$ cat config.mk
export PLATFORM = sky130hd
export DESIGN_NAME = base64_encoder_top
export DESIGN_NICKNAME = d
export VERILOG_FILES = /design/src/rtl/b64e_pkg.sv /design/src/rtl/base64_encoder_top.sv /design/src/rtl/b64e_front.sv /design/src/rtl/b64e_fifo.sv /design/src/rtl/b64e_back.sv
export SDC_FILE = /design/constraint.sdc
export NUM_CORES = 1
export LEC_CHECK = 0
export ABC_CLOCK_PERIOD_IN_PS = 10200
export BUFFER_PORTS_ARGS = -buffer_cell sky130_fd_sc_hd__buf_4
export CORE_UTILIZATION = 40
export DETAILED_ROUTE_END_ITERATION = 12
export GPL_TIMING_DRIVEN = 0
export PLACE_DENSITY = 0.54
export SLEW_MARGIN = 10
export SYNTH_ARGS = -nofsm -noshare
export SYNTH_HDL_FRONTEND = slang
export SYNTH_SLANG_ARGS = --single-unit
$ cat constraint.sdc
create_clock -name clk -period 10.2 [get_ports clk]
set_clock_uncertainty 0.1 [all_clocks]
set_input_delay 1.02 -clock clk [delete_from_list [all_inputs] [get_ports clk]]
set_output_delay 1.02 -clock clk [all_outputs]
set_load 0.03 [all_outputs]
$ cat src/rtl/b64e_pkg.sv
// Shared types, constants and the character mapping of the Base64 encoder.
package b64e_pkg;

	// Depth of the group queue between front and back, and its pointer width.
	localparam int unsigned QDEPTH = 2;
	localparam int unsigned QPTR_W = (QDEPTH > 1) ? $clog2(QDEPTH) : 1;
	localparam int unsigned QCNT_W = $clog2(QDEPTH + 1);

	// Padding character '='.
	localparam logic [7:0] PAD_CHAR = 8'h3D;

	// Character positions within one group of four output characters.
	localparam logic [1:0] POS_FIRST  = 2'd0;
	localparam logic [1:0] POS_SECOND = 2'd1;
	localparam logic [1:0] POS_THIRD  = 2'd2;
	localparam logic [1:0] POS_LAST   = 2'd3;

	// Byte counts held in the front.
	localparam logic [1:0] HELD_NONE = 2'd0;
	localparam logic [1:0] HELD_ONE  = 2'd1;
	localparam logic [1:0] HELD_TWO  = 2'd2;

	// One closed group on its way from the front to the back.
	typedef struct packed {
		logic [23:0] group;   // first byte in bits 23..16
		logic [1:0]  nbytes;  // 1, 2 or 3 bytes present
		logic        last;    // group closes the message
	} grp_t;

	// Maps a 6-bit value to its character of the standard alphabet.
	function automatic logic [7:0] b64_char(input logic [5:0] v);
		logic [7:0] w;
		w = {2'b00, v};
		if (v < 6'd26) begin
			return 8'h41 + w;
		end else if (v < 6'd52) begin
			return 8'h61 + w - 8'd26;
		end else if (v < 6'd62) begin
			return 8'h30 + w - 8'd52;
		end else if (v == 6'd62) begin
			return 8'h2B;
		end else begin
			return 8'h2F;
		end
	endfunction

endpackage

$ cat src/rtl/base64_encoder_top.sv
// A byte that closes a group passes the group queue, the group register of the back part
// and the output register before its first character shows. The character serializer in
// the back part sends one character per cycle while m_tready is high, four per group.
// Bytes that leave a group open are taken whenever the group queue has room.
// Reset (arst_n low, asynchronous) clears the held bytes, the queue and the output.
module base64_encoder_top (
	input  logic       clk,
	input  logic       arst_n,
	input  logic       s_tvalid,
	output logic       s_tready,
	input  logic [7:0] s_tdata,   // [7:0] data_byte
	input  logic       s_tlast,   // last_byte
	output logic       m_tvalid,
	input  logic       m_tready,
	output logic [7:0] m_tdata,   // [7:0] code_char
	output logic       m_tlast    // end_of_message
);

	b64e_pkg::grp_t push_grp;
	b64e_pkg::grp_t head_grp;
	logic           push;
	logic           pop;
	logic           q_empty;
	logic           q_full;

	b64e_front u_front (
		.clk      (clk),
		.arst_n   (arst_n),
		.in_valid (s_tvalid),
		.in_byte  (s_tdata),
		.in_last  (s_tlast),
		.q_full   (q_full),
		.in_ready (s_tready),
		.push     (push),
		.push_grp (push_grp)
	);

	b64e_fifo u_fifo (
		.clk      (clk),
		.arst_n   (arst_n),
		.push     (push),
		.push_grp (push_grp),
		.pop      (pop),
		.head_grp (head_grp),
		.empty    (q_empty),
		.full     (q_full)
	);

	b64e_back u_back (
		.clk       (clk),
		.arst_n    (arst_n),
		.head_grp  (head_grp),
		.q_empty   (q_empty),
		.pop       (pop),
		.out_valid (m_tvalid),
		.out_char  (m_tdata),
		.out_last  (m_tlast),
		.out_ready (m_tready)
	);

endmodule

$ cat src/rtl/b64e_front.sv
// Front part: gathers input bytes into groups of three and queues closed groups.
module b64e_front (
	input  logic             clk,
	input  logic             arst_n,
	input  logic             in_valid,
	input  logic [7:0]       in_byte,
	input  logic             in_last,
	input  logic             q_full,
	output logic             in_ready,
	output logic             push,
	output b64e_pkg::grp_t   push_grp
);

	logic [15:0] pending_bytes_q;
	logic [1:0]  pending_count_q;
	logic        accept;
	logic        closes;

	// A byte is taken whenever the queue has room for a possible group.
	assign in_ready = !q_full;
	assign accept   = in_valid && in_ready;
	assign closes   = in_last || (pending_count_q == b64e_pkg::HELD_TWO);
	assign push     = accept && closes;

	// Assemble the group from the held bytes and the new one.
	always_comb begin
		push_grp.last   = in_last;
		push_grp.nbytes = pending_count_q + 2'd1;
		case (pending_count_q)
			b64e_pkg::HELD_NONE: push_grp.group = {in_byte, 16'h0000};
			b64e_pkg::HELD_ONE:  push_grp.group = {pending_bytes_q[15:8], in_byte, 8'h00};
			default:             push_grp.group = {pending_bytes_q, in_byte};
		endcase
	end

	// Hold open-group bytes; clear once a group is closed.
	always_ff @(posedge clk or negedge arst_n) begin
		if (!arst_n) begin
			pending_bytes_q <= 16'h0000;
			pending_count_q <= b64e_pkg::HELD_NONE;
		end else if (accept) begin
			if (closes) begin
				pending_bytes_q <= 16'h0000;
				pending_count_q <= b64e_pkg::HELD_NONE;
			end else begin
				if (pending_count_q == b64e_pkg::HELD_NONE) begin
					pending_bytes_q <= {in_byte, 8'h00};
				end else begin
					pending_bytes_q <= {pending_bytes_q[15:8], in_byte};
				end
				pending_count_q <= pending_count_q + 2'd1;
			end
		end
	end

endmodule

$ cat src/rtl/b64e_fifo.sv
// Short queue of closed groups between the front and the back.
module b64e_fifo (
	input  logic             clk,
	input  logic             arst_n,
	input  logic             push,
	input  b64e_pkg::grp_t   push_grp,
	input  logic             pop,
	output b64e_pkg::grp_t   head_grp,
	output logic             empty,
	output logic             full
);

	b64e_pkg::grp_t                    mem_q [b64e_pkg::QDEPTH];
	logic [b64e_pkg::QPTR_W-1:0]      wr_ptr_q;
	logic [b64e_pkg::QPTR_W-1:0]      rd_ptr_q;
	logic [b64e_pkg::QCNT_W-1:0]      count_q;
	logic                              do_push;
	logic                              do_pop;

	assign empty    = (count_q == '0);
	assign full     = (count_q == b64e_pkg::QCNT_W'(b64e_pkg::QDEPTH));
	assign do_push  = push && !full;
	assign do_pop   = pop && !empty;
	assign head_grp = mem_q[rd_ptr_q];

	// Advance a pointer with wrap at the queue depth.
	function automatic logic [b64e_pkg::QPTR_W-1:0] next_ptr(
		input logic [b64e_pkg::QPTR_W-1:0] p);
		if (p == b64e_pkg::QPTR_W'(b64e_pkg::QDEPTH - 1)) begin
			return '0;
		end else begin
			return p + 1'b1;
		end
	endfunction

	// Entry storage needs no reset.
	always_ff @(posedge clk) begin
		if (do_push) begin
			mem_q[wr_ptr_q] <= push_grp;
		end
	end

	// Pointers and fill count.
	always_ff @(posedge clk or negedge arst_n) begin
		if (!arst_n) begin
			wr_ptr_q <= '0;
			rd_ptr_q <= '0;
			count_q  <= '0;
		end else begin
			if (do_push) begin
				wr_ptr_q <= next_ptr(wr_ptr_q);
			end
			if (do_pop) begin
				rd_ptr_q <= next_ptr(rd_ptr_q);
			end
			if (do_push && !do_pop) begin
				count_q <= count_q + 1'b1;
			end else if (do_pop && !do_push) begin
				count_q <= count_q - 1'b1;
			end
		end
	end

	// The front never offers a group the queue cannot take.
	a_no_push_full: assert property (@(posedge clk) disable iff (!arst_n)
		!(push && full)) else $error("group pushed into full queue");

	// The back never pops an empty queue.
	a_no_pop_empty: assert property (@(posedge clk) disable iff (!arst_n)
		!(pop && empty)) else $error("pop from empty queue");

	// A lone push grows the fill count by one.
	a_push_count: assert property (@(posedge clk) disable iff (!arst_n)
		(do_push && !do_pop) |=> (count_q == $past(count_q) + 1'b1))
		else $error("fill count did not follow push");

endmodule

$ cat src/rtl/b64e_back.sv
// Back part: turns each queued group into four characters, one per cycle while out_ready drains the output.
module b64e_back (
	input  logic             clk,
	input  logic             arst_n,
	input  b64e_pkg::grp_t   head_grp,
	input  logic             q_empty,
	output logic             pop,
	output logic             out_valid,
	output logic [7:0]       out_char,
	output logic             out_last,
	input  logic             out_ready
);

	b64e_pkg::grp_t  grp_q;
	logic            busy_q;
	logic [1:0]      pos_q;
	logic            out_valid_q;
	logic [7:0]      out_char_q;
	logic            out_last_q;
	logic            out_adv;
	logic            emit;
	logic            emit_last;
	logic [5:0]      sextet;
	logic [7:0]      next_char;

	// The output register can take a character when empty or being drained.
	assign out_adv   = !out_valid_q || out_ready;
	assign emit      = busy_q && out_adv;
	assign emit_last = emit && (pos_q == b64e_pkg::POS_LAST);
	assign pop       = !q_empty && (!busy_q || emit_last);

	// Pick the current sextet and apply padding for short groups.
	always_comb begin
		case (pos_q)
			b64e_pkg::POS_FIRST:  sextet = grp_q.group[23:18];
			b64e_pkg::POS_SECOND: sextet = grp_q.group[17:12];
			b64e_pkg::POS_THIRD:  sextet = grp_q.group[11:6];
			default:              sextet = grp_q.group[5:0];
		endcase
		next_char = b64e_pkg::b64_char(sextet);
		if ((pos_q == b64e_pkg::POS_THIRD) && (grp_q.nbytes < 2'd2)) begin
			next_char = b64e_pkg::PAD_CHAR;
		end
		if ((pos_q == b64e_pkg::POS_LAST) && (grp_q.nbytes < 2'd3)) begin
			next_char = b64e_pkg::PAD_CHAR;
		end
	end

	// Group under work and character position.
	always_ff @(posedge clk or negedge arst_n) begin
		if (!arst_n) begin
			busy_q <= 1'b0;
			pos_q  <= b64e_pkg::POS_FIRST;
		end else if (pop) begin
			busy_q <= 1'b1;
			pos_q  <= b64e_pkg::POS_FIRST;
		end else if (emit) begin
			busy_q <= !emit_last;
			pos_q  <= pos_q + 2'd1;
		end
	end

	always_ff @(posedge clk) begin
		if (pop) begin
			grp_q <= head_grp;
		end
	end

	// Output register.
	always_ff @(posedge clk or negedge arst_n) begin
		if (!arst_n) begin
			out_valid_q <= 1'b0;
		end else if (emit) begin
			out_valid_q <= 1'b1;
		end else if (out_ready) begin
			out_valid_q <= 1'b0;
		end
	end

	always_ff @(posedge clk) begin
		if (emit) begin
			out_char_q <= next_char;
			out_last_q <= (pos_q == b64e_pkg::POS_LAST) && grp_q.last;
		end
	end

	assign out_valid = out_valid_q;
	assign out_char  = out_char_q;
	assign out_last  = out_last_q;

	// A new group is only loaded while idle or as the fourth character of the old one is emitted.
	a_pop_when_free: assert property (@(posedge clk) disable iff (!arst_n)
		pop |-> (!busy_q || emit_last)) else $error("group loaded while busy");

	// A position past the first means a group is under work.
	a_pos_busy: assert property (@(posedge clk) disable iff (!arst_n)
		(pos_q != b64e_pkg::POS_FIRST) |-> busy_q) else $error("position without group");

endmodule
==> results by group <==
Synthesis
  • Synthesized instance count: between 300 and 400
  • Commonest register cell after synthesis: sky130_fd_sc_hd__edfxtp_1
  • Yosys warnings: 0
  • Count of flip-flops with a built-in enable after synthesis: 90
  • Post-synth cell types: 41
  • Proportion of netlist area held by the largest area contributor: roughly 55%
  • Net count after synthesis: around 360
  • Post-synthesis cell area: about 4900 um2
  • Dominant cell by count in the synthesized netlist: sky130_fd_sc_hd__edfxtp_1
  • Fraction of the yosys area taken by sequential cells: 68.0%
  • Cell type with the largest total area after synthesis: sky130_fd_sc_hd__edfxtp_1
  • Commonest cells in the synthesized netlist: sky130_fd_sc_hd__edfxtp_1, sky130_fd_sc_hd__a22o_1, sky130_fd_sc_hd__mux2_2
  • Fraction of registers with async set or reset after synthesis: between 20% and 30%
  • Post-synthesis area per instance: 14.9 um2
  • Leading cell types by total area after synthesis: sky130_fd_sc_hd__edfxtp_1, sky130_fd_sc_hd__dfrtp_1, sky130_fd_sc_hd__mux2_2, sky130_fd_sc_hd__a22o_1, sky130_fd_sc_hd__ha_1
  • Synthesized flop and latch total: roughly 120

Die
  • Die ar.: roughly 13000 um2
  • Die width: ~110 um
  • Initial core utilization: about two fifths
  • Chip height: between 100 and 150 um
  • Number of core rows: 40
  • Top-Level Pins: 24
  • Core Box Area: 12000 um2

Clocking
  • CTS Root Cell: sky130_fd_sc_hd__clkbuf_16
  • Number of buffers inserted to repair setup after CTS: 0
  • Maximum clock path buffer count: 2
  • # hold bufs at CTS: 0
  • Clock net sink count: about 120
  • Clock H-tree levels: 4
  • Worst skew pair latency: roughly 0.4 ns
  • Clock input transition at the sequential cells of the worst setup and hold paths: 0.05 ns
  • TritonCTS buffer count: 17
  • TritonCTS clock tree: built
  • Gates resized, CTS repair: 0

Worst hold path
  • Number of cells on the worst hold path: 1
  • Class of the most critical hold timing path: reg2reg
  • Launch point of the worst hold path: u_fifo.count_q[1]$_DFFE_PN0P_
  • Destination of the worst hold path: u_fifo.count_q[1]$_DFFE_PN0P_

Power
  • Standby leakage power: about 2.3 nW
  • Overall power consumption: ~2.1 mW
  • Switching portion of total power: 32.8%
  • Worst supply voltage drop on vdd: approximately 0.12 mV
  • Share of total power in the clock network: 29.2%
  • Switching component of the power: a little under 0.7 mW
  • Power density of the placed cells: around 350 nW/um2
  • Fraction of power consumed by sequential logic: 35.5%
  • Internal power: about 1.4 mW
  • Combinational fraction of design power: between 30% and 40%

Timing
  • Number of setup violations in the final report: 0
  • Min Clock Period, post-route: about 3.4 ns
  • Number of hold violations in the final report: 0
  • Unrepaired setup endpoints after global routing: false
  • Summed negative setup slack over all endpoints: 0 ns
  • Worst slew pin tran: around 1.1 ns
  • Timing-limited maximum frequency: roughly 290 MHz
  • Normalized max-slew margin: about a quarter
  • Final Cycle Share: 33.2%
  • Hold Slack: between 0.4 and 0.5 ns
  • Final Slew Violations: 0

Routing
  • Drt wl/cell: 16.7 um
  • Detailed router's first-iteration violation count: between 100 and 150
  • Vias per cell: roughly 5.3
  • Number of design rule violations left after detail routing: 0
  • Pre-Repair DR Iteration Count: 6
  • DR vias: roughly 2.8k
  • DRT Wirelength: ~9 mm
  • Residual antenna-violating net count after detailed routing: 0

Final layout
  • Final Non-Filler Cells: 538
  • # nets final: 404
  • Number of inserted diodes: 0
  • Area of all placed cells without fillers: ~6000 um2
  • Proportion of layout cells with a drive suffix above 1: 23.3%
  • Area Growth Syn to Fin: 21.4%

Worst setup path
  • RR Endpoint: u_back.out_char[4]$_SDFFCE_PP1P_
  • Worst r2r path cells: 11
  • Arrival time worst endpoint: between 3 and 4 ns
  • Classification of the worst setup path: reg2reg
  • Largest fanout of any net on the critical path: 8
  • Nature of the critical path startpoint: flip-flop
  • Endpoint class of the critical path: flip-flop
  • Crit Reg-Reg Startpoint: u_back.pos_q[0]$_DFFE_PN0P_
  • Setup slack, reg-to-reg: ~6.8 ns
  • Critical path data required time: 10.25 ns

Global route
  • Wire length of the first global-routing pass: ~15 mm
  • Via count of the first global-routing pass: between 2k and 3k
  • Global-route usage over all layers: between 10% and 20%
  • Maximum number of pins on one net before global-route repair: 28
  • Overflow left after global routing: 0
  • Antenna violations before repair: 0

Placed design
  • Number of cells in the design after placement: around 510
  • Total of buffers placed on input and output ports: 23
  • Final weighted congestion in routability-driven placement: around 0.85
  • Dpl cell area: roughly 5400 um2
  • Total half-perimeter wirelength after legalization and detailed placement: between 6 and 7 mm

Outcome
  • Outcome: completed

Run
  • Total of max-cap violations: 0
[routing by layer]
metal | global-route usage, % | wire (um) | vias up
met4 | 8.25 | 191 | 0
li1 | - | - | 1374
met2 | 25.2 | 4340 | 68
met3 | 4.66 | 278 | 15
met1 | 19.5 | 4200 | 1382
met5 | 0 | 0 | -
[cell families after synthesis]
| family | count (synthesis) | share of synthesized area [%] |
|---|---|---|
| flops | 116 | 68.0 |
| compound gates | 74 | 11.5 |
| simple gates | 65 | 6.80 |
| mux | 31 | 6.98 |
| buf+inv | 25 | 2.05 |
| fa+ha+maj | 13 | 3.30 |
| xor+xnor | 8 | 1.42 |
[per-stage QoR]
stage | setup WS, ns | utilization (%)
after CTS | 6.78 | 49.8
after global routing | 6.58 | 49.8
after floorplan | 6.44 | -
after detailed placement | 6.81 | 44.7
final | 6.81 | 49.8
after global placement | 4.94 | 44.0
[layout by cell type, fill, tap and decap left out, types with 3 or more instances in the layout]
cell type,instances
sky130_fd_sc_hd__clkinvlp_4,4
sky130_fd_sc_hd__clkbuf_16,17
sky130_fd_sc_hd__edfxtp_1,90
sky130_fd_sc_hd__dfrtp_1,26
sky130_fd_sc_hd__o21ai_0,10
sky130_fd_sc_hd__a31oi_1,4
sky130_fd_sc_hd__a21oi_1,7
sky130_fd_sc_hd__buf_6,3
sky130_fd_sc_hd__o31ai_1,3
sky130_fd_sc_hd__inv_1,12
sky130_fd_sc_hd__a22o_1,32
sky130_fd_sc_hd__mux2_2,27
sky130_fd_sc_hd__mux2i_1,4
sky130_fd_sc_hd__nand3_1,6
sky130_fd_sc_hd__nand2b_1,6
sky130_fd_sc_hd__clkinv_2,3
sky130_fd_sc_hd__and2_1,10
sky130_fd_sc_hd__nor2_1,14
sky130_fd_sc_hd__clkbuf_1,12
sky130_fd_sc_hd__nand2_1,12
sky130_fd_sc_hd__ha_1,13
sky130_fd_sc_hd__a222oi_1,5
sky130_fd_sc_hd__nor2b_1,4
sky130_fd_sc_hd__xor2_1,5
sky130_fd_sc_hd__buf_4,24
sky130_fd_sc_hd__bufinv_16,4
sky130_fd_sc_hd__xnor2_1,3
[worst max path at each step]
stage,from,to,cells past startpoint
final,u_back.pos_q[0]$_DFFE_PN0P_,u_back.out_char[4]$_SDFFCE_PP1P_,11
after global placement,s_tvalid,u_fifo.mem_q[0][7]$_DFFE_PP_,4
after detailed placement,u_back.pos_q[0]$_DFFE_PN0P_,u_back.out_char[4]$_SDFFCE_PP1P_,11
after CTS,u_back.pos_q[0]$_DFFE_PN0P_,u_back.out_char[4]$_SDFFCE_PP1P_,11
after floorplan,s_tvalid,u_fifo.mem_q[0][0]$_DFFE_PP_,3
after global routing,u_back.pos_q[0]$_DFFE_PN0P_,u_back.out_char[4]$_SDFFCE_PP1P_,11
[power by group through the flow]
stage               clock, mW  combinational, mW  sequential, mW
floorplan                   0              0.503           0.776
global placement            0              0.712           0.751
detailed placement          0              0.736           0.751
CTS                     0.619              0.740           0.742
global route            0.645              0.816           0.753
finish                  0.609              0.736           0.741
[final cells by class]
class                           count  area [um2]
Sequential cell                   116        3350
Inverter                           12        45.0
Clock buffer                       18         429
Buffer                             13        56.3
Fill cell                        1012        6030
Tap cell                          147         184
Multi-Input combinational cell    191        1500
Clock inverter                     14         186
Timing Repair Buffer               27         230
[critical path, stage by stage (launching register included)]
cell	delay [ns]
sky130_fd_sc_hd__dfrtp_1	0.41
sky130_fd_sc_hd__inv_1	0.13
sky130_fd_sc_hd__ha_1	0.15
sky130_fd_sc_hd__clkbuf_1	0.37
sky130_fd_sc_hd__a222oi_1	0.18
sky130_fd_sc_hd__a21oi_1	0.50
sky130_fd_sc_hd__ha_1	0.24
sky130_fd_sc_hd__clkbuf_1	0.28
sky130_fd_sc_hd__nand4_1	0.17
sky130_fd_sc_hd__a21bo_2	0.22
sky130_fd_sc_hd__a31oi_1	0.07
sky130_fd_sc_hd__or3_1	0.32
[flip-flops by register name (all words and copies together), names as in the netlist]
name / flops
u_back.busy_q: 1
u_back.grp_q: 27
u_back.out_char: 8
u_back.out_last: 1
u_back.out_valid: 1
u_back.pos_q: 2
u_fifo.count_q: 2
u_fifo.mem_q: 54
u_fifo.rd_ptr_q: 1
u_fifo.wr_ptr_q: 1
u_front.pending_bytes_q: 16
u_front.pending_count_q: 2
No activity file was read; power rests on OpenSTA's default activity.
